`config.mk`:
```
export PLATFORM = sky130hd
export DESIGN_NAME = square_rotation_classifier_unit_flat
export DESIGN_NICKNAME = d
export VERILOG_FILES = /design/src/srcu_pkg.sv /design/src/srcu_chan_if.sv /design/src/srcu_ctrl.sv /design/src/srcu_datapath.sv /design/src/square_rotation_classifier_unit.sv /design/src/flat_wrapper.sv
export VERILOG_INCLUDE_DIRS = /design/src /design/src/src
export SDC_FILE = /design/constraint.sdc
export NUM_CORES = 2
export LEC_CHECK = 0
export BUFFER_PORTS_ARGS = -buffer_cell sky130_fd_sc_hd__buf_4
export CAP_MARGIN = 40
export CORE_UTILIZATION = 40
export CTS_CLUSTER_DIAMETER = 150
export DETAILED_ROUTE_END_ITERATION = 6
export PLACE_DENSITY = 0.68
export SLEW_MARGIN = 20
export SYNTH_ARGS = -nofsm -noshare
export SYNTH_HDL_FRONTEND = slang
export SYNTH_SLANG_ARGS = --single-unit
```
`constraint.sdc`:
```
create_clock -name clk -period 5.15 [get_ports clk]
set_input_delay 0.515 -clock clk [delete_from_list [all_inputs] [get_ports clk]]
set_output_delay 0.515 -clock clk [all_outputs]
set_load 0.03 [all_outputs]
```
`src/square_rotation_classifier_unit_macros.svh`:
```
`ifndef SQUARE_ROTATION_CLASSIFIER_UNIT_MACROS_SVH
`define SQUARE_ROTATION_CLASSIFIER_UNIT_MACROS_SVH

// check a property outside reset
`define SRCU_ASSERT(name, prop, msg) \
  name: assert property (@(posedge clk) disable iff (rst) (prop)) else $error(msg);

// check a property on every edge, reset included
`define SRCU_ASSERT_ALWAYS(name, prop, msg) \
  name: assert property (@(posedge clk) (prop)) else $error(msg);

`endif

```
`src/srcu_pkg.sv`:
```
package srcu_pkg;

  localparam int MODE_W = 2;
  localparam int ROW_W  = 4;
  localparam int COL_W  = 4;
  localparam int ELEM_W = 8;
  localparam int CODE_W = 3;
  localparam int SIZE_W = 5;
  localparam int KIND_W = 2;

  localparam logic [MODE_W-1:0] MODE_SRC  = 2'd0;
  localparam logic [MODE_W-1:0] MODE_TGT  = 2'd1;
  localparam logic [MODE_W-1:0] MODE_EVAL = 2'd2;

  localparam logic [CODE_W-1:0] CODE_SAME = 3'd0;
  localparam logic [CODE_W-1:0] CODE_CW   = 3'd1;
  localparam logic [CODE_W-1:0] CODE_CCW  = 3'd2;
  localparam logic [CODE_W-1:0] CODE_R180 = 3'd3;
  localparam logic [CODE_W-1:0] CODE_NONE = 3'd4;

  localparam logic [KIND_W-1:0] KIND_SAME = 2'd0;
  localparam logic [KIND_W-1:0] KIND_CW   = 2'd1;
  localparam logic [KIND_W-1:0] KIND_CCW  = 2'd2;
  localparam logic [KIND_W-1:0] KIND_R180 = 2'd3;

  localparam logic [SIZE_W-1:0] SIZE_RESET = 5'd3;
  localparam logic [1:0]        ADDR_SIZE  = 2'd0;

  typedef struct packed {
    logic load;
    logic start;
    logic next_kind;
    logic issue;
    logic set_code;
    logic code_none;
    logic emit;
  } ctl_t;

  typedef struct packed {
    logic              mismatch;
    logic              cmp_last;
    logic              issued_all;
    logic [KIND_W-1:0] kind;
    logic              out_free;
  } sts_t;

endpackage

```
`src/srcu_chan_if.sv`:
```
interface srcu_in_if;
  import srcu_pkg::*;
  logic              valid;
  logic              ready;
  logic [MODE_W-1:0] mode;
  logic [ROW_W-1:0]  row;
  logic [COL_W-1:0]  col;
  logic [ELEM_W-1:0] element;

  modport source (output valid, mode, row, col, element, input ready);
  modport sink (input valid, mode, row, col, element, output ready);
endinterface

interface srcu_out_if;
  import srcu_pkg::*;
  logic              valid;
  logic              ready;
  logic [CODE_W-1:0] match_code;

  modport source (output valid, match_code, input ready);
  modport sink (input valid, match_code, output ready);
endinterface

```
`src/srcu_ctrl.sv`:
```
module srcu_ctrl (
  input  logic                      clk,
  input  logic                      rst,
  input  logic                      in_valid,
  input  logic [srcu_pkg::MODE_W-1:0] in_mode,
  input  srcu_pkg::sts_t            sts,
  output logic                      in_ready,
  output logic                      busy,
  output srcu_pkg::ctl_t            ctl
);
  import srcu_pkg::*;

  localparam logic [1:0] ST_IDLE = 2'd0;
  localparam logic [1:0] ST_SCAN = 2'd1;
  localparam logic [1:0] ST_POST = 2'd2;

  logic [1:0] state;
  logic [1:0] state_next;
  logic       accept;

  assign in_ready = (state == ST_IDLE);
  assign busy     = (state != ST_IDLE);
  assign accept   = in_valid && in_ready;

  always_comb begin
    state_next = state;
    ctl        = '0;
    case (state)
      ST_IDLE: begin
        ctl.load = accept;
        if (accept && in_mode == MODE_EVAL) begin
          ctl.start  = 1'b1;
          state_next = ST_SCAN;
        end
      end
      ST_SCAN: begin
        if (sts.mismatch) begin
          if (sts.kind == KIND_R180) begin
            ctl.set_code  = 1'b1;
            ctl.code_none = 1'b1;
            state_next    = ST_POST;
          end else begin
            ctl.next_kind = 1'b1;
          end
        end else if (sts.cmp_last) begin
          ctl.set_code = 1'b1;
          state_next   = ST_POST;
        end else if (!sts.issued_all) begin
          ctl.issue = 1'b1;
        end
      end
      ST_POST: begin
        if (sts.out_free) begin
          ctl.emit   = 1'b1;
          state_next = ST_IDLE;
        end
      end
      default: begin
        state_next = ST_IDLE;
      end
    endcase
  end

  always_ff @(posedge clk) begin
    if (rst) begin
      state <= ST_IDLE;
    end else begin
      state <= state_next;
    end
  end

endmodule

```
`src/srcu_datapath.sv`:
```
module srcu_datapath #(
  parameter int MAX_DIM = 16
) (
  input  logic                        clk,
  input  logic                        rst,
  input  srcu_pkg::ctl_t              ctl,
  input  logic [srcu_pkg::SIZE_W-1:0] matrix_size,
  input  logic [srcu_pkg::MODE_W-1:0] in_mode,
  input  logic [srcu_pkg::ROW_W-1:0]  in_row,
  input  logic [srcu_pkg::COL_W-1:0]  in_col,
  input  logic [srcu_pkg::ELEM_W-1:0] in_element,
  input  logic                        out_ready,
  output logic                        out_valid,
  output logic [srcu_pkg::CODE_W-1:0] match_code,
  output srcu_pkg::sts_t              sts
);
  import srcu_pkg::*;

  localparam int CW    = (MAX_DIM > 1) ? $clog2(MAX_DIM) : 1;
  localparam int XW    = (CW > ROW_W) ? CW : ROW_W;
  localparam int AW    = 2 * CW;
  localparam int DEPTH = 1 << AW;

  logic [ELEM_W-1:0] src_mem [DEPTH];
  logic [ELEM_W-1:0] tgt_mem [DEPTH];

  logic [XW-1:0]     row_x;
  logic [XW-1:0]     col_x;
  logic [AW-1:0]     wr_addr;
  logic              wr_in_range;
  logic              src_we;
  logic              tgt_we;

  logic [31:0]       side_w;
  logic [31:0]       side_m1_w;
  logic [CW-1:0]     side_m1;
  logic [CW-1:0]     r;
  logic [CW-1:0]     c;
  logic [CW-1:0]     sr;
  logic [CW-1:0]     sc;
  logic [KIND_W-1:0] kind;
  logic              issued_all;
  logic              at_last;
  logic [AW-1:0]     tgt_addr;
  logic [AW-1:0]     src_addr;
  logic [ELEM_W-1:0] tgt_q;
  logic [ELEM_W-1:0] src_q;
  logic              cmp_valid;
  logic              cmp_last;
  logic [CODE_W-1:0] code;

  assign row_x       = XW'(in_row);
  assign col_x       = XW'(in_col);
  assign wr_addr     = {row_x[CW-1:0], col_x[CW-1:0]};
  assign wr_in_range = (32'(in_row) < 32'(MAX_DIM)) && (32'(in_col) < 32'(MAX_DIM));
  assign src_we      = ctl.load && wr_in_range && (in_mode == MODE_SRC);
  assign tgt_we      = ctl.load && wr_in_range && (in_mode == MODE_TGT);

  always_comb begin
    if (matrix_size == '0) begin
      side_w = 32'd1;
    end else if (32'(matrix_size) > 32'(MAX_DIM)) begin
      side_w = 32'(MAX_DIM);
    end else begin
      side_w = 32'(matrix_size);
    end
    side_m1_w = side_w - 32'd1;
  end

  always_comb begin
    case (kind)
      KIND_SAME: begin
        sr = r;
        sc = c;
      end
      KIND_CW: begin
        sr = side_m1 - c;
        sc = r;
      end
      KIND_CCW: begin
        sr = c;
        sc = side_m1 - r;
      end
      default: begin
        sr = side_m1 - r;
        sc = side_m1 - c;
      end
    endcase
  end

  assign at_last  = (r == side_m1) && (c == side_m1);
  assign tgt_addr = {r, c};
  assign src_addr = {sr, sc};

  always_ff @(posedge clk) begin
    if (src_we) begin
      src_mem[wr_addr] <= in_element;
    end
    src_q <= src_mem[src_addr];
  end

  always_ff @(posedge clk) begin
    if (tgt_we) begin
      tgt_mem[wr_addr] <= in_element;
    end
    tgt_q <= tgt_mem[tgt_addr];
  end

  always_ff @(posedge clk) begin
    if (ctl.start) begin
      side_m1 <= side_m1_w[CW-1:0];
    end
  end

  always_ff @(posedge clk) begin
    if (rst) begin
      r          <= '0;
      c          <= '0;
      kind       <= KIND_SAME;
      issued_all <= 1'b0;
      cmp_valid  <= 1'b0;
      cmp_last   <= 1'b0;
    end else begin
      cmp_valid <= ctl.issue;
      cmp_last  <= ctl.issue && at_last;
      if (ctl.start || ctl.next_kind) begin
        r          <= '0;
        c          <= '0;
        issued_all <= 1'b0;
        kind       <= ctl.start ? KIND_SAME : kind + 2'd1;
      end else if (ctl.issue) begin
        if (at_last) begin
          issued_all <= 1'b1;
        end
        if (c == side_m1) begin
          c <= '0;
          r <= r + 1'b1;
        end else begin
          c <= c + 1'b1;
        end
      end
    end
  end

  always_ff @(posedge clk) begin
    if (ctl.set_code) begin
      code <= ctl.code_none ? CODE_NONE : CODE_W'(kind);
    end
  end

  always_ff @(posedge clk) begin
    if (rst) begin
      out_valid <= 1'b0;
    end else if (ctl.emit) begin
      out_valid <= 1'b1;
    end else if (out_ready) begin
      out_valid <= 1'b0;
    end
  end

  always_ff @(posedge clk) begin
    if (ctl.emit) begin
      match_code <= code;
    end
  end

  always_comb begin
    sts            = '0;
    sts.mismatch   = cmp_valid && (tgt_q != src_q);
    sts.cmp_last   = cmp_valid && cmp_last;
    sts.issued_all = issued_all;
    sts.kind       = kind;
    sts.out_free   = !out_valid || out_ready;
  end

endmodule

```
`src/square_rotation_classifier_unit.sv`:
```
// Load words (source or target element writes) are accepted back to back while idle.
// An evaluate word compares the orientations of side S in turn: one element pair per
// cycle is read from the two element memories while an orientation is scanned,
// each orientation stops at its first mismatch, and the input stalls until the
// code is in the output register. Reset clears control, the output valid and
// sets matrix_size to 3; element memories are not cleared.
`include "square_rotation_classifier_unit_macros.svh"

module square_rotation_classifier_unit #(
  parameter int MAX_DIM = 16
) (
  input  logic                clk,
  input  logic                rst,
  srcu_in_if.sink             items,
  srcu_out_if.source          results,
  input  logic                psel,
  input  logic                penable,
  input  logic                pwrite,
  input  logic [1:0]          paddr,
  input  logic [31:0]         pwdata,
  output logic [31:0]         prdata,
  output logic                pready
);
  import srcu_pkg::*;

  logic [SIZE_W-1:0] matrix_size;
  logic              in_ready;
  logic              busy;
  ctl_t              ctl;
  sts_t              sts;

  assign pready = 1'b1;
  assign prdata = (paddr == ADDR_SIZE) ? 32'(matrix_size) : 32'd0;

  always_ff @(posedge clk) begin
    if (rst) begin
      matrix_size <= SIZE_RESET;
    end else if (psel && penable && pwrite && pready && paddr == ADDR_SIZE) begin
      matrix_size <= pwdata[SIZE_W-1:0];
    end
  end

  assign items.ready = in_ready;

  srcu_ctrl u_ctrl (
    .clk      (clk),
    .rst      (rst),
    .in_valid (items.valid),
    .in_mode  (items.mode),
    .sts      (sts),
    .in_ready (in_ready),
    .busy     (busy),
    .ctl      (ctl)
  );

  srcu_datapath #(
    .MAX_DIM (MAX_DIM)
  ) u_datapath (
    .clk         (clk),
    .rst         (rst),
    .ctl         (ctl),
    .matrix_size (matrix_size),
    .in_mode     (items.mode),
    .in_row      (items.row),
    .in_col      (items.col),
    .in_element  (items.element),
    .out_ready   (results.ready),
    .out_valid   (results.valid),
    .match_code  (results.match_code),
    .sts         (sts)
  );

  `SRCU_ASSERT(a_code_range, results.valid |-> (results.match_code <= CODE_NONE), "match code out of range")
  `SRCU_ASSERT(a_eval_stalls, (items.valid && items.ready && items.mode == MODE_EVAL) |=> (busy && !items.ready), "evaluate did not stall input")
  `SRCU_ASSERT(a_emit_free, ctl.emit |-> sts.out_free, "result overwrote a waiting result")
  `SRCU_ASSERT_ALWAYS(a_reset_idle, rst |=> (!results.valid && items.ready), "block not idle after reset")

endmodule
```
`src/flat_wrapper.sv`:
```
// flat-port wrapper written by rule: the top's interface ports become plain ports
module square_rotation_classifier_unit_flat import srcu_pkg::*;
#(
  parameter int MAX_DIM = 16
)
  (clk, rst, psel, penable, pwrite, paddr, pwdata, prdata, pready, items_valid, items_mode, items_row, items_col, items_element, items_ready, results_valid, results_match_code, results_ready);
  srcu_in_if items_i ();
  srcu_out_if results_i ();
  input  logic clk;
  input  logic rst;
  input  logic psel;
  input  logic penable;
  input  logic pwrite;
  input  logic [1:0] paddr;
  input  logic [31:0] pwdata;
  output logic [31:0] prdata;
  output logic pready;
  input wire logic [$bits(items_i.valid)-1:0] items_valid;
  input wire logic [$bits(items_i.mode)-1:0] items_mode;
  input wire logic [$bits(items_i.row)-1:0] items_row;
  input wire logic [$bits(items_i.col)-1:0] items_col;
  input wire logic [$bits(items_i.element)-1:0] items_element;
  output wire logic [$bits(items_i.ready)-1:0] items_ready;
  output wire logic [$bits(results_i.valid)-1:0] results_valid;
  output wire logic [$bits(results_i.match_code)-1:0] results_match_code;
  input wire logic [$bits(results_i.ready)-1:0] results_ready;
  assign items_i.valid = items_valid;
  assign items_i.mode = items_mode;
  assign items_i.row = items_row;
  assign items_i.col = items_col;
  assign items_i.element = items_element;
  assign items_ready = items_i.ready;
  assign results_valid = results_i.valid;
  assign results_match_code = results_i.match_code;
  assign results_i.ready = results_ready;
  square_rotation_classifier_unit #(.MAX_DIM(MAX_DIM)) u_core (.clk(clk), .rst(rst), .items(items_i), .results(results_i), .psel(psel), .penable(penable), .pwrite(pwrite), .paddr(paddr), .pwdata(pwdata), .prdata(prdata), .pready(pready));
endmodule
```
==> impl_metrics.ini <==
[outcome]
outcome = finished with violations
violations = design-rule violations

[die]
core.rowCount = 238
die_w_um = 651.5
pin_count = 97
fp.dieArea_um2 = 424400
die_h_um = 651.5
core_um2 = 420200
initial_core_util_pct = 40.16

[drt]
routedWlPerCell_um = 28.81
drt_first_pass_iters = 7
via_count = 97770
drtIter0Drc = 14190
drc = 3
postRouteAntennaNets = 0
routed_wl_mm = 463.2
vias_per_cell = 6.082

[grt]
grt_max_degree = 173
grt_first_pass_wirelength_mm = 666.5
gr-total-overflow = 0
grt_pass1_vias = 94570
track_usage_pct = 21.16
antenna_found_initial = 19

[final_layout]
post-route-util_pct = 45.59
nets = 10180
drive_above_1_share_pct = 18.93
finalNonFillerCells = 16080
stdcell_area_um2 = 191600
syn_to_final_growth_pct = 13.52

[critical_path]
path_common_cell = buf_4
slowest_delay_ns = 0.66
start_kind = flip-flop
ff2ff_path_depth = 18
crit_start = u_core.u_datapath.side_m1[0]
worstReg2RegEnd = u_core.u_datapath.src_q[6]
critical_path_required_ns = 5.96
cp_num_buf_inv = 7
crit_fanout = 69
path_class = flip-flop to flip-flop
cp.depth = 18
crit_end = u_core.u_datapath.src_q[6]
cpMaxStageDelayCell = fa_1
reg2reg_slack_ns = 0.01
worstPathArrival_ns = 5.94
critPathCaptureType = flip-flop
cpLargestDelayFamily = compound AO/OA/AOI/OAI gates
rr_startpoint = u_core.u_datapath.side_m1[0]
worstPathCellList = inv_1 > ha_1 > inv_1 > fa_1 > a222oi_1 > buf_4 > buf_4 > buf_12 > buf_4 > a221o_1 > a221oi_1 > a2111oi_0 > a21oi_1 > o22ai_1 > nor4_1 > buf_4 > o211ai_1 > or4b_1

[placed_design]
io_buffers = 41
gp_congestion = 0.9156
place_ws_ns = -0.02781
post_dp_cell_area_um2 = 178000
dpl.cell_count = 15260
place_hpwl_mm = 276.1

[timing]
max_slew_margin_pct = 24.77
rsz0062_at_grt = no
maxSlewViolCount = 0
fmax_mhz = 194.7
final.min_clock_period_ns = 5.136
finalHoldViolCount = 0
fin_crit_sh_pct = 99.72
hold_ws_ns = 0.03944
finalClockSkew_ns = 0.03950
fin_setup_tns_ns = 0
worstMarginPinSlew_ns = 1.128
finalSetupViolCount = 0
worst_slack_ns = 0.01427

[cts]
cts.sinks = 4143
cts_root_buf = clkbuf_16
cts.reportedPaths.clkPinSlew_ns = 0.07
cts_tree = done
cts_buffer_depth = 4
cts_made_buffers = 395
htreeDepth = 5
insertion_delay_ns = 0.93

[job]
max_cap_viol_count = 0

[power_and_ir_drop]
p_clk_share_pct = 42.2
leakagePower_nw = 60.19
p_sw_share_pct = 20.93
p_total_mw = 68.63
peakVddDrop_mv = 0.3730
intPower_mw = 54.27
p_per_area_nw_per_um2 = 358.3
p_seq_share_pct = 54.0
p_comb_share_pct = 3.8
p_sw_mw = 14.37

[yosys]
synth.cell_area_um2 = 168700
ys_ff_latch = 4143
async_flop_share_pct = 0
yosys_warnings = 0
synth-main-ff-cell = edfxtp_1
avgSynthCellArea_um2 = 17.22
syn_inst = 9799
ys_types = 76
synth_edf_count = 4106
seq_area_frac_synth_pct = 73.51

[worst_hold_path]
worstHoldPathType = primary input to flip-flop
-- flip-flops by register name (all words and copies together) (netlist names) --
signal	count
u_core.matrix_size	5
u_core.u_ctrl.state	2
u_core.u_datapath.c	4
u_core.u_datapath.cmp_last	1
u_core.u_datapath.cmp_valid	1
u_core.u_datapath.code	3
u_core.u_datapath.issued_all	1
u_core.u_datapath.kind	2
u_core.u_datapath.match_code	3
u_core.u_datapath.out_valid	1
u_core.u_datapath.r	4
u_core.u_datapath.side_m1	4
u_core.u_datapath.src_mem	2048
u_core.u_datapath.src_q	8
u_core.u_datapath.tgt_mem	2048
u_core.u_datapath.tgt_q	8
-- cell families (layout without fill, tap and decap cells) --
group,after synthesis,after routing,synth area share (%)
and+or+nand+nor,2011,2011,4.876
xor gates and xnor gates,21,21,0.1090
buffers and inverters,783,1382,2.067
DFF,4143,4143,73.51
adders and majority gates,16,16,0.1275
other,2,39,0.004451
AOI/OAI and AO/OA,1633,1633,7.077
muxes,1190,1190,12.23
-- synthesized netlist by cell type (21+ instances only) --
cell          n  area (µm²)
dfxtp_1      37       740.7
buf_2       322        1612
a311o_1      72       720.7
a32oi_1      77       674.4
a21oi_1     454        2272
nand3_1     177       885.9
buf_1       105       394.1
mux2_2       41       461.7
a211oi_1    177        1329
mux2i_1     456        4564
nor2_1      563        2113
a2111oi_0    47       411.6
o21ai_0      82       410.4
and3_1       21       131.4
nor2b_1      21       131.4
a311oi_1     59       516.8
clkbuf_1    301        1130
a221oi_1    331        2899
a221o_1      93       930.9
mux4_2      693       15610
edfxtp_1   4106      123300
nand2_1    1106        4151
a31oi_1      60       375.4
o22ai_1      38       237.7
buf_4        33       247.7
nand4_1      32       200.2
-- per-layer routing --
metal  vias to the layer above  global-route usage [%]  routed length (µm)
li1                      40340                       -                   -
met1                     50480                   28.60              176100
met2                      5943                   33.36              216800
met3                       997                   4.200               48390
met4                         4                   9.229               21870
met5                         -                       0                  30
-- cell type report --
class	count	area [µm²]
Clock buffer	485	10410
Antenna cell	11	27.53
Clock inverter	234	2283
Multi-Input combinational cell	4899	41500
Tap cell	5640	7057
Fill cell	34860	228600
Sequential cell	4143	124100
Timing Repair Buffer	644	6142
Inverter	19	76.32
-- power by group through the flow --
stage                     Clock [mW]  Combinational (mW)  Sequential (mW)
after CTS                       29.1                2.60             37.1
after floorplan                    0                1.33             37.8
after global placement             0                2.51             37.8
after global routing            30.4                2.75             37.1
final                           28.9                2.62             37.1
after detailed placement           0                2.59             37.8
-- worst min path at each step --
stage	from	endpoint	slack [ns]	cells past startpoint
floorplan	u_core.u_datapath.code[0]	u_core.u_datapath.match_code[0]	0.40	0
global placement	u_core.u_datapath.code[2]	u_core.u_datapath.match_code[2]	0.41	0
detailed placement	u_core.u_datapath.code[2]	u_core.u_datapath.match_code[2]	0.41	0
CTS	items_element[6]	u_core.u_datapath.tgt_mem[53][6]	0.002	1
global route	items_element[6]	u_core.u_datapath.tgt_mem[53][6]	0.04	1
finish	items_element[6]	u_core.u_datapath.tgt_mem[33][6]	0.04	1
-- timing repair --
action,in CTS,in global routing
buffers inserted,3,0
setup endpoints to repair,2,3
resized for setup,1,4
endpoints found under the hold margin,20,0
pin swaps,0,0
hold buffers,11,0
-- cell usage in the layout, fill, tap and decap left out, types with 83 or more instances in the layout --
master	synthesis	final
nor2_1	563	557
a211oi_1	177	177
nand2_1	1106	1105
clkinv_1	2	83
a221o_1	93	93
mux4_2	693	693
a21oi_1	454	454
buf_12	0	83
buf_4	33	521
nand3_1	177	165
mux2i_1	456	456
edfxtp_1	4106	4106
a221oi_1	331	331
clkbuf_16	0	401
-- worst reg2reg max path: stages, from the launching register on --
cell and delay (ns):
edfxtp_1 0.36, inv_1 0.09, ha_1 0.19, inv_1 0.07, fa_1 0.66, a222oi_1 0.18
buf_4 0.22, buf_4 0.21, buf_12 0.22, buf_4 0.27, a221o_1 0.30, a221oi_1 0.27
a2111oi_0 0.15, a21oi_1 0.28, o22ai_1 0.14, nor4_1 0.65, buf_4 0.24, o211ai_1 0.08
or4b_1 0.47
(Power assumes the default switching activity.)
